**src/booth_pkg.sv**
```systemverilog
// Shared constants, types and control structs for the Booth radix-2 multiplier.
package booth_pkg;

   localparam int WIDTH    = 16;
   localparam int IN_W     = 16;
   localparam int PROD_W   = 32;
   localparam int CNT_W    = (WIDTH > 1) ? $clog2(WIDTH) : 1;
   localparam int REQ_DATA_W = 2 * IN_W;

   typedef enum logic [1:0] {
      ST_IDLE,
      ST_RUN,
      ST_WAIT
   } booth_state_type;

   typedef struct packed {
      logic load;
      logic step;
      logic emit;
   } booth_cmd_type;

   typedef struct packed {
      logic last_step;
   } booth_status_type;

endpackage

```
**src/booth_ctrl.sv**
```systemverilog
// Controller: sequences load, WIDTH Booth steps and the hand-off to the output register.
module booth_ctrl
   import booth_pkg::*;
(
   input  logic             clock,
   input  logic             reset,
   input  logic             req_tvalid,
   output logic             req_tready,
   output logic             rsp_tvalid,
   input  logic             rsp_tready,
   input  booth_status_type status,
   output booth_cmd_type    cmd
);

   booth_state_type state_ff, state_in;
   logic            rsp_valid_ff, rsp_valid_in;
   logic            slot_free;

   // output register can take a new beat
   assign slot_free = !rsp_valid_ff || rsp_tready;

   always_comb begin
      state_in = state_ff;
      case (state_ff)
         ST_IDLE: begin
            if (req_tvalid) state_in = ST_RUN;
         end
         ST_RUN: begin
            if (status.last_step) state_in = slot_free ? ST_IDLE : ST_WAIT;
         end
         ST_WAIT: begin
            if (slot_free) state_in = ST_IDLE;
         end
         default: state_in = ST_IDLE;
      endcase
   end

   always_comb begin
      cmd        = '0;
      req_tready = 1'b0;
      case (state_ff)
         ST_IDLE: begin
            req_tready = 1'b1;
            cmd.load   = req_tvalid;
         end
         ST_RUN: begin
            cmd.step = 1'b1;
            cmd.emit = status.last_step && slot_free;
         end
         ST_WAIT: begin
            cmd.emit = slot_free;
         end
         default: begin
            cmd        = '0;
            req_tready = 1'b0;
         end
      endcase
   end

   always_comb begin
      if (cmd.emit) rsp_valid_in = 1'b1;
      else if (rsp_tready) rsp_valid_in = 1'b0;
      else rsp_valid_in = rsp_valid_ff;
   end

   always_ff @(posedge clock) begin
      if (reset) begin
         state_ff     <= ST_IDLE;
         rsp_valid_ff <= 1'b0;
      end else begin
         state_ff     <= state_in;
         rsp_valid_ff <= rsp_valid_in;
      end
   end

   assign rsp_tvalid = rsp_valid_ff;

endmodule

```
**src/booth_dp.sv**
```systemverilog
// Datapath: accumulator with guard bit, multiplier shift register, step counter, output register.
module booth_dp
   import booth_pkg::*;
(
   input  logic                  clock,
   input  logic                  reset,
   input  booth_cmd_type         cmd,
   input  logic [IN_W-1:0]       multiplicand,
   input  logic [IN_W-1:0]       multiplier,
   output booth_status_type      status,
   output logic [PROD_W-1:0]     product
);

   logic [WIDTH:0]    mcand_ff, mcand_in;
   logic [WIDTH:0]    acc_ff, acc_in;
   logic [WIDTH-1:0]  q_ff, q_in;
   logic              extra_ff, extra_in;
   logic [CNT_W-1:0]  count_ff, count_in;
   logic [PROD_W-1:0] product_ff, product_in;
   logic [WIDTH:0]    sum;

   // Booth recode on {q0, extra}: 10 subtracts, 01 adds
   always_comb begin
      case ({q_ff[0], extra_ff})
         2'b10:   sum = acc_ff - mcand_ff;
         2'b01:   sum = acc_ff + mcand_ff;
         default: sum = acc_ff;
      endcase
   end

   always_comb begin
      mcand_in = mcand_ff;
      acc_in   = acc_ff;
      q_in     = q_ff;
      extra_in = extra_ff;
      count_in = count_ff;
      if (cmd.load) begin
         mcand_in = {multiplicand[WIDTH-1], multiplicand[WIDTH-1:0]};
         acc_in   = '0;
         q_in     = multiplier[WIDTH-1:0];
         extra_in = 1'b0;
         count_in = '0;
      end else if (cmd.step) begin
         acc_in   = {sum[WIDTH], sum[WIDTH:1]};
         q_in     = {sum[0], q_ff[WIDTH-1:1]};
         extra_in = q_ff[0];
         count_in = count_ff + CNT_W'(1);
      end
   end

   // on emit (on the last step, or later from WAIT) the result is taken straight from the next-state values
   assign product_in = cmd.emit ? PROD_W'({acc_in[WIDTH-1:0], q_in}) : product_ff;

   always_ff @(posedge clock) begin
      if (reset) begin
         count_ff <= '0;
      end else begin
         count_ff <= count_in;
      end
   end

   always_ff @(posedge clock) begin
      mcand_ff   <= mcand_in;
      acc_ff     <= acc_in;
      q_ff       <= q_in;
      extra_ff   <= extra_in;
      product_ff <= product_in;
   end

   assign status.last_step = (count_ff == CNT_W'(WIDTH - 1));
   assign product          = product_ff;

endmodule

```
**src/booth_radix2_multiplier_top.sv**
```systemverilog
// Top level of the Booth radix-2 signed multiplier.
//
// Usage:
//   req channel: one beat carries a multiplicand and a multiplier, both signed
//   16-bit two's complement. rsp channel: one beat per request carrying the
//   signed 32-bit product.
//   The edge that takes the request beat loads the operands; WIDTH = 16 Booth
//   steps follow, one per edge, and rsp_tvalid rises on the edge of the last
//   step if the output register is free. The single add/subtract unit
//   retires one recoded multiplier bit per cycle, and req_tready is high only
//   while that unit is free, so a new request waits until the last step is done.
//   A finished product sits in the output register, so the next request is
//   taken while the previous product still waits on rsp_tready. If the receiver
//   still stalls when the following product is done, that product is held in
//   the accumulator until the output register empties, and no new request is
//   taken meanwhile.
//   Reset (synchronous, active high) returns the controller to idle and
//   drops rsp_tvalid; any product in flight is discarded.
module booth_radix2_multiplier_top
   import booth_pkg::*;
(
   input  logic                  clock,
   input  logic                  reset,
   input  logic                  req_tvalid,
   output logic                  req_tready,
   input  logic [REQ_DATA_W-1:0] req_tdata,   // [15:0] multiplicand, [31:16] multiplier
   output logic                  rsp_tvalid,
   input  logic                  rsp_tready,
   output logic [PROD_W-1:0]     rsp_tdata    // [31:0] product
);

   booth_cmd_type    cmd;
   booth_status_type status;

   booth_ctrl u_ctrl (
      .clock      (clock),
      .reset      (reset),
      .req_tvalid (req_tvalid),
      .req_tready (req_tready),
      .rsp_tvalid (rsp_tvalid),
      .rsp_tready (rsp_tready),
      .status     (status),
      .cmd        (cmd)
   );

   booth_dp u_dp (
      .clock        (clock),
      .reset        (reset),
      .cmd          (cmd),
      .multiplicand (req_tdata[IN_W-1:0]),
      .multiplier   (req_tdata[2*IN_W-1:IN_W]),
      .status       (status),
      .product      (rsp_tdata)
   );

endmodule

```
**config.mk**
```make
export PLATFORM = sky130hd
export DESIGN_NAME = booth_radix2_multiplier_top
export DESIGN_NICKNAME = d
export VERILOG_FILES = /design/src/booth_pkg.sv /design/src/booth_ctrl.sv /design/src/booth_dp.sv /design/src/booth_radix2_multiplier_top.sv
export SDC_FILE = /design/constraint.sdc
export NUM_CORES = 1
export LEC_CHECK = 0
export BUFFER_PORTS_ARGS = -buffer_cell sky130_fd_sc_hd__clkbuf_2
export CAP_MARGIN = 20
export CORE_ASPECT_RATIO = 1.5
export CORE_MARGIN = 4
export CORE_UTILIZATION = 52
export DETAILED_ROUTE_END_ITERATION = 8
export MAX_ROUTING_LAYER = met4
export PLACE_DENSITY = 0.74
export SLEW_MARGIN = 20
export SYNTH_ARGS = -nofsm -noshare
export SYNTH_HDL_FRONTEND = slang
export SYNTH_HIERARCHICAL = 1
export SYNTH_SLANG_ARGS = --single-unit
```
**constraint.sdc**
```tcl
create_clock -name clock -period 4.1 [get_ports clock]
set_input_delay 0.82 -clock clock [delete_from_list [all_inputs] [get_ports clock]]
set_output_delay 0.82 -clock clock [all_outputs]
set_load 0.05 [all_outputs]
```
==> out/metrics.csv, run 1 <==
stage,metric,value,unit
power_and_ir_drop,pwr-share-comb,43.1,%
critical_path,crit_path_end_kind,flop,
clock_network,holdBufCountCts,0,
floorplan,initial_core_util,54.1,%
power_and_ir_drop,clkPwrFrac,21.8,%
synth,yosysSeqAreaShare,51.3,%
synth,yosysTopAreaCell,edfxtp_1,
detailed_routing,drt_iter0_drc,181,
floorplan,die-area,10100,um^2
global_routing,grt_first_pass_wirelength,15.2,mm
power_and_ir_drop,switching_power,1.43,mW
synth,synthMuxAreaShare,5.73,%
final_layout,syn_to_final_growth,17.0,%
global_routing,grt_pass1_vias,3283,
timing,rsz0062_at_grt,no,
synth,synthSimpleGateAreaFrac,12.2,%
global_routing,antenna_found_initial,0,
final_layout,drive_gt1_share,21.9,%
detailed_routing,totalWireLength,8.90,mm
synth,synth.cell_area,4410,um^2
placement,place_area,4860,um^2
synth,synthCells,411,
synth,synthAdderAreaFrac,6.69,%
timing,slew_viol_final,0,
synth,synth_top_family_by_area,compound AO/OA/AOI/OAI gates,
detailed_routing,drc,0,
timing,hold_viol,0,
final_layout,final_cell_area,5160,um^2
timing,relSlewSlack,41.3,%
synth,netlist_top_cells_area,"edfxtp_1, dfxtp_1, ha_1, mux2i_1, o21ai_0",
power_and_ir_drop,ir_drop,397,uV
timing,min_period_over_period,89.3,%
global_routing,grtUsageTotal,19.6,%
clock_network,cts_root_buf,clkbuf_16,
power_and_ir_drop,power_density,730,nW/um^2
run,max_cap_violations,0,
clock_network,cts_buffers,9,
timing,worstMarginPinSlew,0.881,ns
clock_network,post_cts_buffers,0,
synth,yosys.cell_count.top_type,edfxtp_1,
floorplan,io_pins,70,
clock_network,clk_pin_slew,0.06,ns
power_and_ir_drop,seq_power_share,35.1,%
critical_path,start_kind,flop,
detailed_routing,ant_nets,0,
timing,max_freq,273,MHz
synth,synthXorXnorAreaFrac,5.56,%
synth,synth_fp_nets,470,
synth,synth_compound_area_share,15.5,%
synth,synth_edf_count,48,
global_routing,grt-ovfl-total,0,
clock_network,clock_sinks,89,
floorplan,std_cell_rows,40,
critical_path,criticalPathCategory,reg -> reg,
detailed_routing,viasPerCell,5.48,
outcome,status,finished clean,
synth,ys_warn_count,6,
synth,syn_area_per_cell,10.7,um^2
floorplan,coreArea,8160,um^2
power_and_ir_drop,swShare,37.8,%
placement,dp_hpwl,6.46,mm
timing,period_minus_slack,3.66,ns
clock_network,cts_max_level,3,
critical_path,max_stage_delay,0.44,ns
detailed_routing,vias,3221,
power_and_ir_drop,p_total,3.77,mW
clock_network,cts_buffer_depth,2,
synth,yosys-top-cells-count,"edfxtp_1, dfxtp_1, nand2_1",
detailed_routing,dr.pass1.iters,4,
critical_path,slowest_stage,edfxtp_1,
clock_network,clkLatencyLatePin,0.35,ns
synth,synth_top_area_share,32.7,%
critical_path,cp_cell_sequence,"nor3_1, nand2_1, nor2_1, nand2_1, nor2_1, a21oi_1, xnor2_1, ha_1, a21o_1, a21oi_2, or3b_1, o221ai_2, xor2_1, or3_1, a311oi_2",
placement,port_buffers,69,
power_and_ir_drop,power_leakage,2.07,nW
timing,fin_worst_skew,0.0121,ns
critical_path,cp.arrival,3.82,ns
final_layout,final_nets,537,
synth,synthDistinctLibCells,63,
min_path,min_path_type,reg -> reg,
clock_network,tritoncts,yes,
detailed_routing,wl_per_cell,15.1,um
clock_network,cts_resized,0,
floorplan,die_h,121,um
global_routing,grt_max_degree,42,
critical_path,cp_max_fo,7,
timing,setup_viol,0,
timing,fin_setup_tns,0,ns
floorplan,fp.dieW,83.2,um
synth,ys.flop_type,edfxtp_1,
critical_path,worst_ep_required_time,4.26,ns
synth,synth-async-reset-ratio,0,%
placement,place_congestion,0.873,
power_and_ir_drop,internal-power,2.35,mW
final_layout,n_antenna_cell,0,
synth,ys_seq_elements,89,
[placed cells by master, fill, tap and decap left out, types with 9 or more instances in the layout]
| cell type | instances |
|---|---|
| clkbuf_2 | 69 |
| ha_1 | 21 |
| o21ai_0 | 31 |
| nand2_1 | 35 |
| a211oi_1 | 11 |
| mux2i_1 | 23 |
| nor2_1 | 31 |
| dfxtp_1 | 41 |
| edfxtp_1 | 48 |
| a21oi_1 | 20 |
| inv_1 | 15 |
| xnor2_1 | 11 |
| clkbuf_16 | 9 |
| xor2_1 | 17 |
| nor3_1 | 13 |
[cell families after synthesis]
family | after synthesis
buffers and inverters | 34
adders and majority gates | 23
muxes | 25
DFF | 89
AOI/OAI and AO/OA | 103
xor gates and xnor gates | 28
and+or+nand+nor | 109
[path summary, 6_finish.rpt]
| check | startpoint | end | slack [ns] | depth (start not counted) |
|---|---|---|---|---|
| worst min-delay path | u_ctrl/state_ff[0]$_SDFFE_PP0P_ | u_ctrl/state_ff[0]$_SDFFE_PP0P_ | 0.50 | 2 |
| worst max register to register | u_dp/mcand_ff[4]$_DFFE_PP_ | u_dp/product[31]$_DFFE_PP_ | 0.44 | 15 |
| worst max-delay path | u_dp/mcand_ff[4]$_DFFE_PP_ | u_dp/product[31]$_DFFE_PP_ | 0.44 | 15 |
| worst min register to register | u_ctrl/state_ff[0]$_SDFFE_PP0P_ | u_ctrl/state_ff[0]$_SDFFE_PP0P_ | 0.50 | 2 |
[worst max-delay path: cells and delay by family (launching register included)]
kind	cells	cell delay (ns)
XOR/XNOR	2	0.28
AND/OR/NAND/NOR	7	1.47
adder cells (fa/ha/maj)	1	0.35
flip-flops	1	0.44
AO/OA/AOI/OAI	5	0.94
[power by group through the flow]
stage,Combinational (mW),Clock [mW],Sequential (mW)
after floorplan,1.32,0,1.30
after global placement,1.57,0,1.33
after global routing,1.83,0.876,1.35
final,1.63,0.821,1.32
after detailed placement,1.62,0,1.34
after CTS,1.63,0.839,1.32
[through the flow]
step	util [%]	std cells	hold WS [ns]	worst slack, ns
3_5_place_dp	59.6	572	0.490	0.432
5_1_grt	63.3	588	0.530	0.0552
2_1_floorplan	-	411	0.465	0.849
4_1_cts	63.3	588	0.504	0.411
3_3_place_gp	59.6	572	0.478	0.567
6_report	63.3	588	0.501	0.441
[sequential cells by signal (all words and copies together), names as in the netlist]
register,count
u_ctrl/rsp_tvalid,1
u_ctrl/state_ff,2
u_dp/acc_ff,17
u_dp/count_ff,4
u_dp/extra_ff,1
u_dp/mcand_ff,16
u_dp/product,32
u_dp/q_ff,16
[per-layer routing]
layer / GRT usage [%] / share of wire, % / vias to the layer above / wire length (um)
met5: - / 0 / - / 0
met2: 35.3 / 54 / 70 / 4800
met3: 3.95 / 3.7 / 16 / 333
met4: 9.10 / 2.3 / 0 / 208
li1: - / - / 1632 / -
met1: 20.3 / 40 / 1503 / 3560
[cell type report]
type	count	area (um^2)
Tap cell	105	131
Multi-Input combinational cell	288	2020
Inverter	16	60.1
Sequential cell	89	2260
Clock buffer	10	229
Timing Repair Buffer	74	383
Clock inverter	6	73.8
Fill cell	694	2990
(Power assumes the default switching activity.)
==> run 2: changes to the inputs <==
--- a/config.mk
+++ b/config.mk
@@ -8,11 +8,8 @@
 export BUFFER_PORTS_ARGS = -buffer_cell sky130_fd_sc_hd__clkbuf_2
 export CAP_MARGIN = 20
 export CORE_ASPECT_RATIO = 1.5
-export CORE_MARGIN = 4
-export CORE_UTILIZATION = 52
+export CORE_UTILIZATION = 40
 export DETAILED_ROUTE_END_ITERATION = 8
-export MAX_ROUTING_LAYER = met4
-export PLACE_DENSITY = 0.74
 export SLEW_MARGIN = 20
 export SYNTH_ARGS = -nofsm -noshare
 export SYNTH_HDL_FRONTEND = slang
==> out/metrics.csv, run 2 (same netlist as run 1, synthesis figures left out) <==
stage,metric,value,unit,change
outcome,status,finished clean,,unchanged
final_layout,drive_gt1_share,21.6,%,was 21.9%
timing,relSlewSlack,40.0,%,was 41.3%
clock_network,holdBufCountCts,0,,unchanged
power_and_ir_drop,power_density,718,nW/um^2,was 730 nW/um^2
floorplan,die-area,11500,um^2,was 10100 um^2
detailed_routing,dr.pass1.iters,4,,unchanged
timing,min_period_over_period,86.9,%,was 89.3%
final_layout,layout_commonest_cell,clkbuf_2,,unchanged
power_and_ir_drop,ir_drop,224,uV,was 397 uV
timing,max_freq,281,MHz,was 273 MHz
detailed_routing,wl_per_cell,13.4,um,was 15.1 um
clock_network,tritoncts,yes,,unchanged
clock_network,post_cts_buffers,0,,unchanged
clock_network,cts_buffers,9,,unchanged
run,max_cap_violations,0,,unchanged
detailed_routing,vias,3171,,was 3221
timing,period_minus_slack,3.56,ns,was 3.66 ns
final_layout,syn_to_final_growth,17.7,%,was 17.0%
placement,port_buffers,69,,unchanged
critical_path,criticalPathCategory,reg -> reg,,unchanged
final_layout,fin_cells,626,,was 588
timing,hold_viol,0,,unchanged
critical_path,r2r_cells,15,,unchanged
critical_path,cp_max_fo,7,,unchanged
timing,worstMarginPinSlew,0.899,ns,was 0.881 ns
min_path,min_path_type,reg -> reg,,unchanged
detailed_routing,drc,0,,unchanged
floorplan,coreArea,10600,um^2,was 8160 um^2
clock_network,clk_pin_slew,0.06,ns,about the same
critical_path,rr_endpoint,u_dp/product[31]$_DFFE_PP_,,unchanged
critical_path,r2r_slack,0.54,ns,was 0.44 ns
clock_network,cts_max_level,3,,unchanged
critical_path,worst_ep_required_time,4.25,ns,was 4.26 ns
final_layout,layout_common_cells,"clkbuf_2, edfxtp_1, dfxtp_1",,unchanged
timing,fin_setup_tns,0,ns,unchanged
floorplan,die_h,131,um,was 121 um
global_routing,grt_first_pass_wirelength,13.9,mm,was 15.2 mm
timing,slew_viol_final,0,,unchanged
floorplan,fp.dieW,87.8,um,was 83.2 um
global_routing,grtUsageTotal,15.8,%,was 19.6%
critical_path,start_kind,flop,,unchanged
global_routing,grt_pass1_vias,3054,,was 3283
critical_path,critPathLaunch,u_dp/mcand_ff[4]$_DFFE_PP_,,unchanged
floorplan,std_cell_rows,46,,was 40
final_layout,n_antenna_cell,0,,unchanged
detailed_routing,ant_nets,0,,unchanged
floorplan,io_pins,70,,unchanged
detailed_routing,drt_iter0_drc,117,,was 181
critical_path,r2r-start,u_dp/mcand_ff[4]$_DFFE_PP_,,unchanged
critical_path,critPathCapture,u_dp/product[31]$_DFFE_PP_,,unchanged
power_and_ir_drop,p_total,3.73,mW,was 3.77 mW
floorplan,initial_core_util,41.4,%,was 54.1%
detailed_routing,totalWireLength,8.39,mm,was 8.90 mm
clock_network,clkLatencyLatePin,0.34,ns,was 0.35 ns
placement,placedCellCount,610,,was 572
final_layout,largest_register_ffs,32,,unchanged
critical_path,crit_path_end_kind,flop,,unchanged
global_routing,grt-ovfl-total,0,,unchanged
placement,place_congestion,0.867,,was 0.873
power_and_ir_drop,power_leakage,2.06,nW,was 2.07 nW
final_layout,final_nets,536,,was 537
detailed_routing,viasPerCell,5.07,,was 5.48
timing,rsz0062_at_grt,no,,unchanged
timing,hold_slack,0.514,ns,was 0.501 ns
timing,fin_worst_skew,0.00738,ns,was 0.0121 ns
clock_network,cts_root_buf,clkbuf_16,,unchanged
placement,dp_hpwl,6.21,mm,was 6.46 mm
clock_network,clock_sinks,89,,unchanged
timing,setup_viol,0,,unchanged
global_routing,antenna_found_initial,0,,unchanged
critical_path,cp.arrival,3.72,ns,was 3.82 ns
global_routing,grt_max_degree,45,,was 42
clock_network,cts_buffer_depth,2,,unchanged
clock_network,cts_resized,0,,unchanged
==> run 2: cell types whose count changed in the layout (fill, tap and decap cells not counted), sizes merged <==
cell	change
bufinv	-1
inv	-2
buf	-1
clkbuf	+3
==> run 2: how the worst min path moves through the flow <==
stage                                                from                              end  slack, ns  cells after the start
final                     u_ctrl/state_ff[1]$_SDFFE_PP0P_  u_ctrl/state_ff[1]$_SDFFE_PP0P_       0.51                      2
after global routing      u_ctrl/state_ff[0]$_SDFFE_PP0P_  u_ctrl/state_ff[0]$_SDFFE_PP0P_       0.54                      2
after CTS                    u_dp/acc_ff[16]$_SDFFE_PP0P_     u_dp/acc_ff[16]$_SDFFE_PP0P_       0.51                      2
after detailed placement  u_ctrl/state_ff[1]$_SDFFE_PP0P_  u_ctrl/state_ff[1]$_SDFFE_PP0P_       0.50                      2
after global placement       u_dp/acc_ff[16]$_SDFFE_PP0P_     u_dp/acc_ff[16]$_SDFFE_PP0P_       0.48                      2
after floorplan                u_dp/extra_ff$_SDFFE_PP0P_       u_dp/extra_ff$_SDFFE_PP0P_       0.46                      2
==> run 2: layout make-up <==
| cell class | count | area [um^2] |
|---|---|---|
| clock buffers | 13 | 272 |
| clock inverters | 3 | 22.5 |
| fillers | 986 | 5450 |
| inverters | 16 | 60.1 |
| multi-input cells | 288 | 2020 |
| flip-flops and latches | 89 | 2260 |
| well taps | 144 | 180 |
| repair buffers | 73 | 375 |
==> run 2: worst max-delay path, stage by stage (launching register included) <==
cell	delay, ns
edfxtp_1	0.44
nor3_1	0.21
nand2_1	0.12
nor2_1	0.15
nand2_1	0.07
nor2_1	0.18
a21oi_1	0.11
xnor2_1	0.14
ha_1	0.36
a21o_1	0.23
a21oi_2	0.14
or3b_1	0.37
o221ai_2	0.15
xor2_1	0.13
or3_1	0.34
a311oi_2	0.26
==> run 2: routing by layer <==
layer | track usage [%] | up-vias | routed length (um)
met5 | 0 | - | 0
met4 | 6.17 | 0 | 138
met3 | 4.27 | 12 | 303
met2 | 27.6 | 65 | 4290
met1 | 18.1 | 1467 | 3650
li1 | - | 1627 | -
==> run 2: per-stage QoR <==
stage | cell area [um^2] | setup WS [ns] | util (%)
finish | 5200 | 0.539 | 48.8
global route | 5200 | 0.189 | 48.8
floorplan | 4410 | 0.849 | -
global placement | 4900 | 0.636 | 46.0
detailed placement | 4900 | 0.523 | 46.0
CTS | 5200 | 0.519 | 48.8
==> run 2: where the power goes <==
part           leakage [nW]  switching, mW  internal, mW
registers             0.785          0.140          1.19
logic                  1.13          0.934         0.673
clock network         0.145          0.329         0.467
==> run 3: changes to the inputs <==
--- a/config.mk
+++ b/config.mk
@@ -5,10 +5,12 @@
 export SDC_FILE = /design/constraint.sdc
 export NUM_CORES = 1
 export LEC_CHECK = 0
+export ABC_AREA = 1
 export BUFFER_PORTS_ARGS = -buffer_cell sky130_fd_sc_hd__clkbuf_2
 export CAP_MARGIN = 20
 export CORE_ASPECT_RATIO = 1.5
 export CORE_UTILIZATION = 40
+export CTS_CLUSTER_DIAMETER = 100
 export DETAILED_ROUTE_END_ITERATION = 8
 export SLEW_MARGIN = 20
 export SYNTH_ARGS = -nofsm -noshare
==> out/metrics.csv, run 3 <==
stage,metric,value,unit,change
outcome,status,finished clean,,unchanged
synth,yosys.cell_count.top_type,nand2_1,,was edfxtp_1
timing,period_minus_slack,3.07,ns,was 3.56 ns
global_routing,grt_first_pass_wirelength,16.8,mm,was 13.9 mm
global_routing,grt-ovfl-total,0,,unchanged
synth,synth_compound_area_share,14.1,%,was 15.5%
placement,dp_hpwl,7.46,mm,was 6.21 mm
clock_network,clk_pin_slew,0.07,ns,was 0.06 ns
synth,synth.cell_area,4520,um^2,was 4410 um^2
final_layout,layout_commonest_cell,nand2_1,,was clkbuf_2
detailed_routing,viasPerCell,4.91,,was 5.07
placement,port_buffers,69,,unchanged
critical_path,crit_path_end_kind,flop,,unchanged
final_layout,largest_register_ffs,32,,unchanged
critical_path,critPathLaunch,u_dp/q_ff[0]$_DFF_P_,,was u_dp/mcand_ff[4]$_DFFE_PP_
final_layout,n_fill_cell,1091,,was 986
global_routing,antenna_found_initial,0,,unchanged
placement,place_area,5010,um^2,was 4900 um^2
synth,synth_top_family_by_area,simple AND/OR/NAND/NOR gates,,was compound AO/OA/AOI/OAI gates
placement,pre_cts_slack,1.04,ns,was 0.523 ns
floorplan,initial_core_util,41.1,%,was 41.4%
critical_path,r2r_cells,19,,was 15
placement,place_congestion,0.901,,was 0.867
power_and_ir_drop,power_density,863,nW/um^2,was 718 nW/um^2
detailed_routing,vias,3639,,was 3171
clock_network,cts_root_buf,clkbuf_16,,unchanged
synth,yosysTopAreaCell,edfxtp_1,,unchanged
timing,setup_viol,0,,unchanged
detailed_routing,drt_iter0_drc,147,,was 117
run,max_cap_violations,0,,unchanged
timing,max_freq,326,MHz,was 281 MHz
critical_path,cp.arrival,3.13,ns,was 3.72 ns
timing,fin_setup_tns,0,ns,unchanged
detailed_routing,wl_per_cell,13.7,um,was 13.4 um
timing,min_period_over_period,74.9,%,was 86.9%
power_and_ir_drop,clkPwrFrac,17.9,%,was 21.3%
synth,synthDistinctLibCells,39,,was 63
clock_network,clock_sinks,89,,unchanged
synth,ys.flop_type,edfxtp_1,,unchanged
final_layout,final_cell_area,5340,um^2,was 5200 um^2
clock_network,cts_resized,0,,unchanged
final_layout,final_nets,648,,was 536
timing,worstMarginPinSlew,0.850,ns,was 0.899 ns
final_layout,drive_gt1_share,19.0,%,was 21.6%
final_layout,syn_to_final_growth,18.3,%,was 17.7%
synth,synthMuxAreaShare,0,%,was 5.73%
clock_network,cts_max_level,3,,unchanged
timing,fin_worst_skew,0.00911,ns,was 0.00738 ns
critical_path,worst_ep_required_time,4.16,ns,was 4.25 ns
final_layout,utilization,48.6,%,was 48.8%
power_and_ir_drop,seq_power_share,31.4,%,was 35.6%
power_and_ir_drop,internal-power,2.54,mW,was 2.33 mW
floorplan,die_h,132,um,was 131 um
floorplan,die-area,11700,um^2,was 11500 um^2
floorplan,fp.dieW,88.8,um,was 87.8 um
clock_network,cts_buffers,9,,unchanged
synth,synth_edf_count,48,,unchanged
synth,synth_top_area_share,31.9,%,was 32.7%
final_layout,seqCellArea,2260,um^2,unchanged
critical_path,critPathCapture,u_dp/product[31]$_DFFE_PP_,,unchanged
final_layout,n_antenna_cell,0,,unchanged
timing,slew_viol_final,0,,unchanged
synth,ys_seq_elements,89,,unchanged
synth,syn_area_per_cell,8.65,um^2,was 10.7 um^2
floorplan,io_pins,70,,unchanged
synth,synthSimpleGateAreaFrac,19.7,%,was 12.2%
timing,relSlewSlack,43.3,%,was 40.0%
synth,synth-async-reset-ratio,0,%,unchanged
timing,rsz0062_at_grt,no,,unchanged
floorplan,std_cell_rows,47,,was 46
clock_network,post_cts_buffers,0,,unchanged
critical_path,start_kind,flop,,unchanged
critical_path,rr_endpoint,u_dp/product[31]$_DFFE_PP_,,unchanged
power_and_ir_drop,ir_drop,476,uV,was 224 uV
power_and_ir_drop,p_total,4.61,mW,was 3.73 mW
synth,yosysSeqAreaShare,50.1,%,was 51.3%
clock_network,clkLatencyLatePin,0.34,ns,about the same
synth,yosys-top-cells-count,"nand2_1, a21oi_1, nor2_1",,"was edfxtp_1, dfxtp_1, nand2_1"
timing,hold_viol,0,,unchanged
global_routing,grt_pass1_vias,3556,,was 3054
synth,synthCells,522,,was 411
critical_path,r2r-start,u_dp/q_ff[0]$_DFF_P_,,was u_dp/mcand_ff[4]$_DFFE_PP_
power_and_ir_drop,swShare,44.9,%,was 37.6%
critical_path,criticalPathCategory,reg -> reg,,unchanged
clock_network,holdBufCountCts,0,,unchanged
detailed_routing,drc,0,,unchanged
final_layout,layout_common_cells,"nand2_1, a21oi_1, clkbuf_2",,"was clkbuf_2, edfxtp_1, dfxtp_1"
critical_path,r2r_slack,1.03,ns,was 0.54 ns
global_routing,grt_max_degree,39,,was 45
power_and_ir_drop,switching_power,2.07,mW,was 1.40 mW
synth,synth_fp_nets,581,,was 470
detailed_routing,ant_nets,0,,unchanged
global_routing,grtUsageTotal,18.8,%,was 15.8%
synth,netlist_top_cells_area,"edfxtp_1, dfxtp_1, a21oi_1, nand2_1, ha_1",,"was edfxtp_1, dfxtp_1, ha_1, mux2i_1, o21ai_0"
timing,setup_slack,1.03,ns,was 0.539 ns
min_path,min_path_type,reg -> reg,,unchanged
critical_path,cp_max_fo,14,,was 7
synth,ys_warn_count,6,,unchanged
power_and_ir_drop,pwr-share-comb,50.7,%,was 43.1%
power_and_ir_drop,power_leakage,2.39,nW,was 2.06 nW
clock_network,cts_buffer_depth,2,,unchanged
final_layout,multi_input_area,2010,um^2,was 2020 um^2
detailed_routing,totalWireLength,10.1,mm,was 8.39 mm
synth,synthXorXnorAreaFrac,3.88,%,was 5.56%
synth,synthAdderAreaFrac,6.54,%,was 6.69%
floorplan,coreArea,11000,um^2,was 10600 um^2
detailed_routing,dr.pass1.iters,4,,unchanged
clock_network,tritoncts,yes,,unchanged
run 3: critical path: stages, from the launching register on:
cell     delay, ns
dfxtp_1       0.31
inv_1         0.07
ha_1          0.49
inv_1         0.22
o21ai_1       0.18
o21ai_1       0.11
xor2_1        0.18
ha_1          0.36
nand2_2       0.13
inv_1         0.05
nand2_1       0.06
nand2_1       0.06
inv_1         0.05
nand2_1       0.04
a21oi_1       0.11
nand2_1       0.08
nand3_1       0.07
nand2_1       0.06
nand3_1       0.08
a21oi_1       0.08
run 3: worst min-delay path by stage:
stage | from | depth (start not counted) | end
6_report | u_dp/q_ff[12]$_DFF_P_ | 2 | u_dp/q_ff[12]$_DFF_P_
5_1_grt | u_dp/q_ff[7]$_DFF_P_ | 2 | u_dp/q_ff[7]$_DFF_P_
3_5_place_dp | u_dp/q_ff[7]$_DFF_P_ | 2 | u_dp/q_ff[7]$_DFF_P_
3_3_place_gp | u_dp/q_ff[2]$_DFF_P_ | 2 | u_dp/q_ff[2]$_DFF_P_
4_1_cts | u_dp/q_ff[14]$_DFF_P_ | 2 | u_dp/q_ff[14]$_DFF_P_
2_1_floorplan | u_dp/q_ff[0]$_DFF_P_ | 2 | u_dp/extra_ff$_SDFFE_PP0P_
run 3: final cells by class:
type,count,area share [%]
clock buffer,11,4.94
clock inverter,5,0.796
timing repair buffer,73,7.40
tap,147,3.44
sequential,89,42.4
inverter,49,3.44
multi-input combinational,367,37.6
run 3: kinds of logic after synthesis:
group / count (synthesis)
xor gates and xnor gates: 20
DFF: 89
buffers and inverters: 66
adders and majority gates: 23
AOI/OAI and AO/OA: 119
and+or+nand+nor: 205
run 3: per-layer routing:
metal	wire length, um	share of wire (%)	GRT usage (%)	up-vias
met3	293	2.9	3.38	18
met5	0	0	0	-
met4	283	2.8	7.97	0
li1	-	-	-	1889
met1	4150	41	20.8	1670
met2	5400	53	34.1	62
run 3: through the flow:
stage | instances | hold WS [ns]
floorplan | 522 | 0.450
global placement | 724 | 0.469
detailed placement | 724 | 0.475
CTS | 740 | 0.487
global route | 741 | 0.506
finish | 741 | 0.483
run 3: power by group through the flow:
stage	registers [mW]	logic (mW)	clock network, mW
finish	1.45	2.34	0.826
detailed placement	1.47	2.33	0
global route	1.48	2.65	0.880
floorplan	1.57	1.68	0
CTS	1.45	2.34	0.849
global placement	1.46	2.31	0
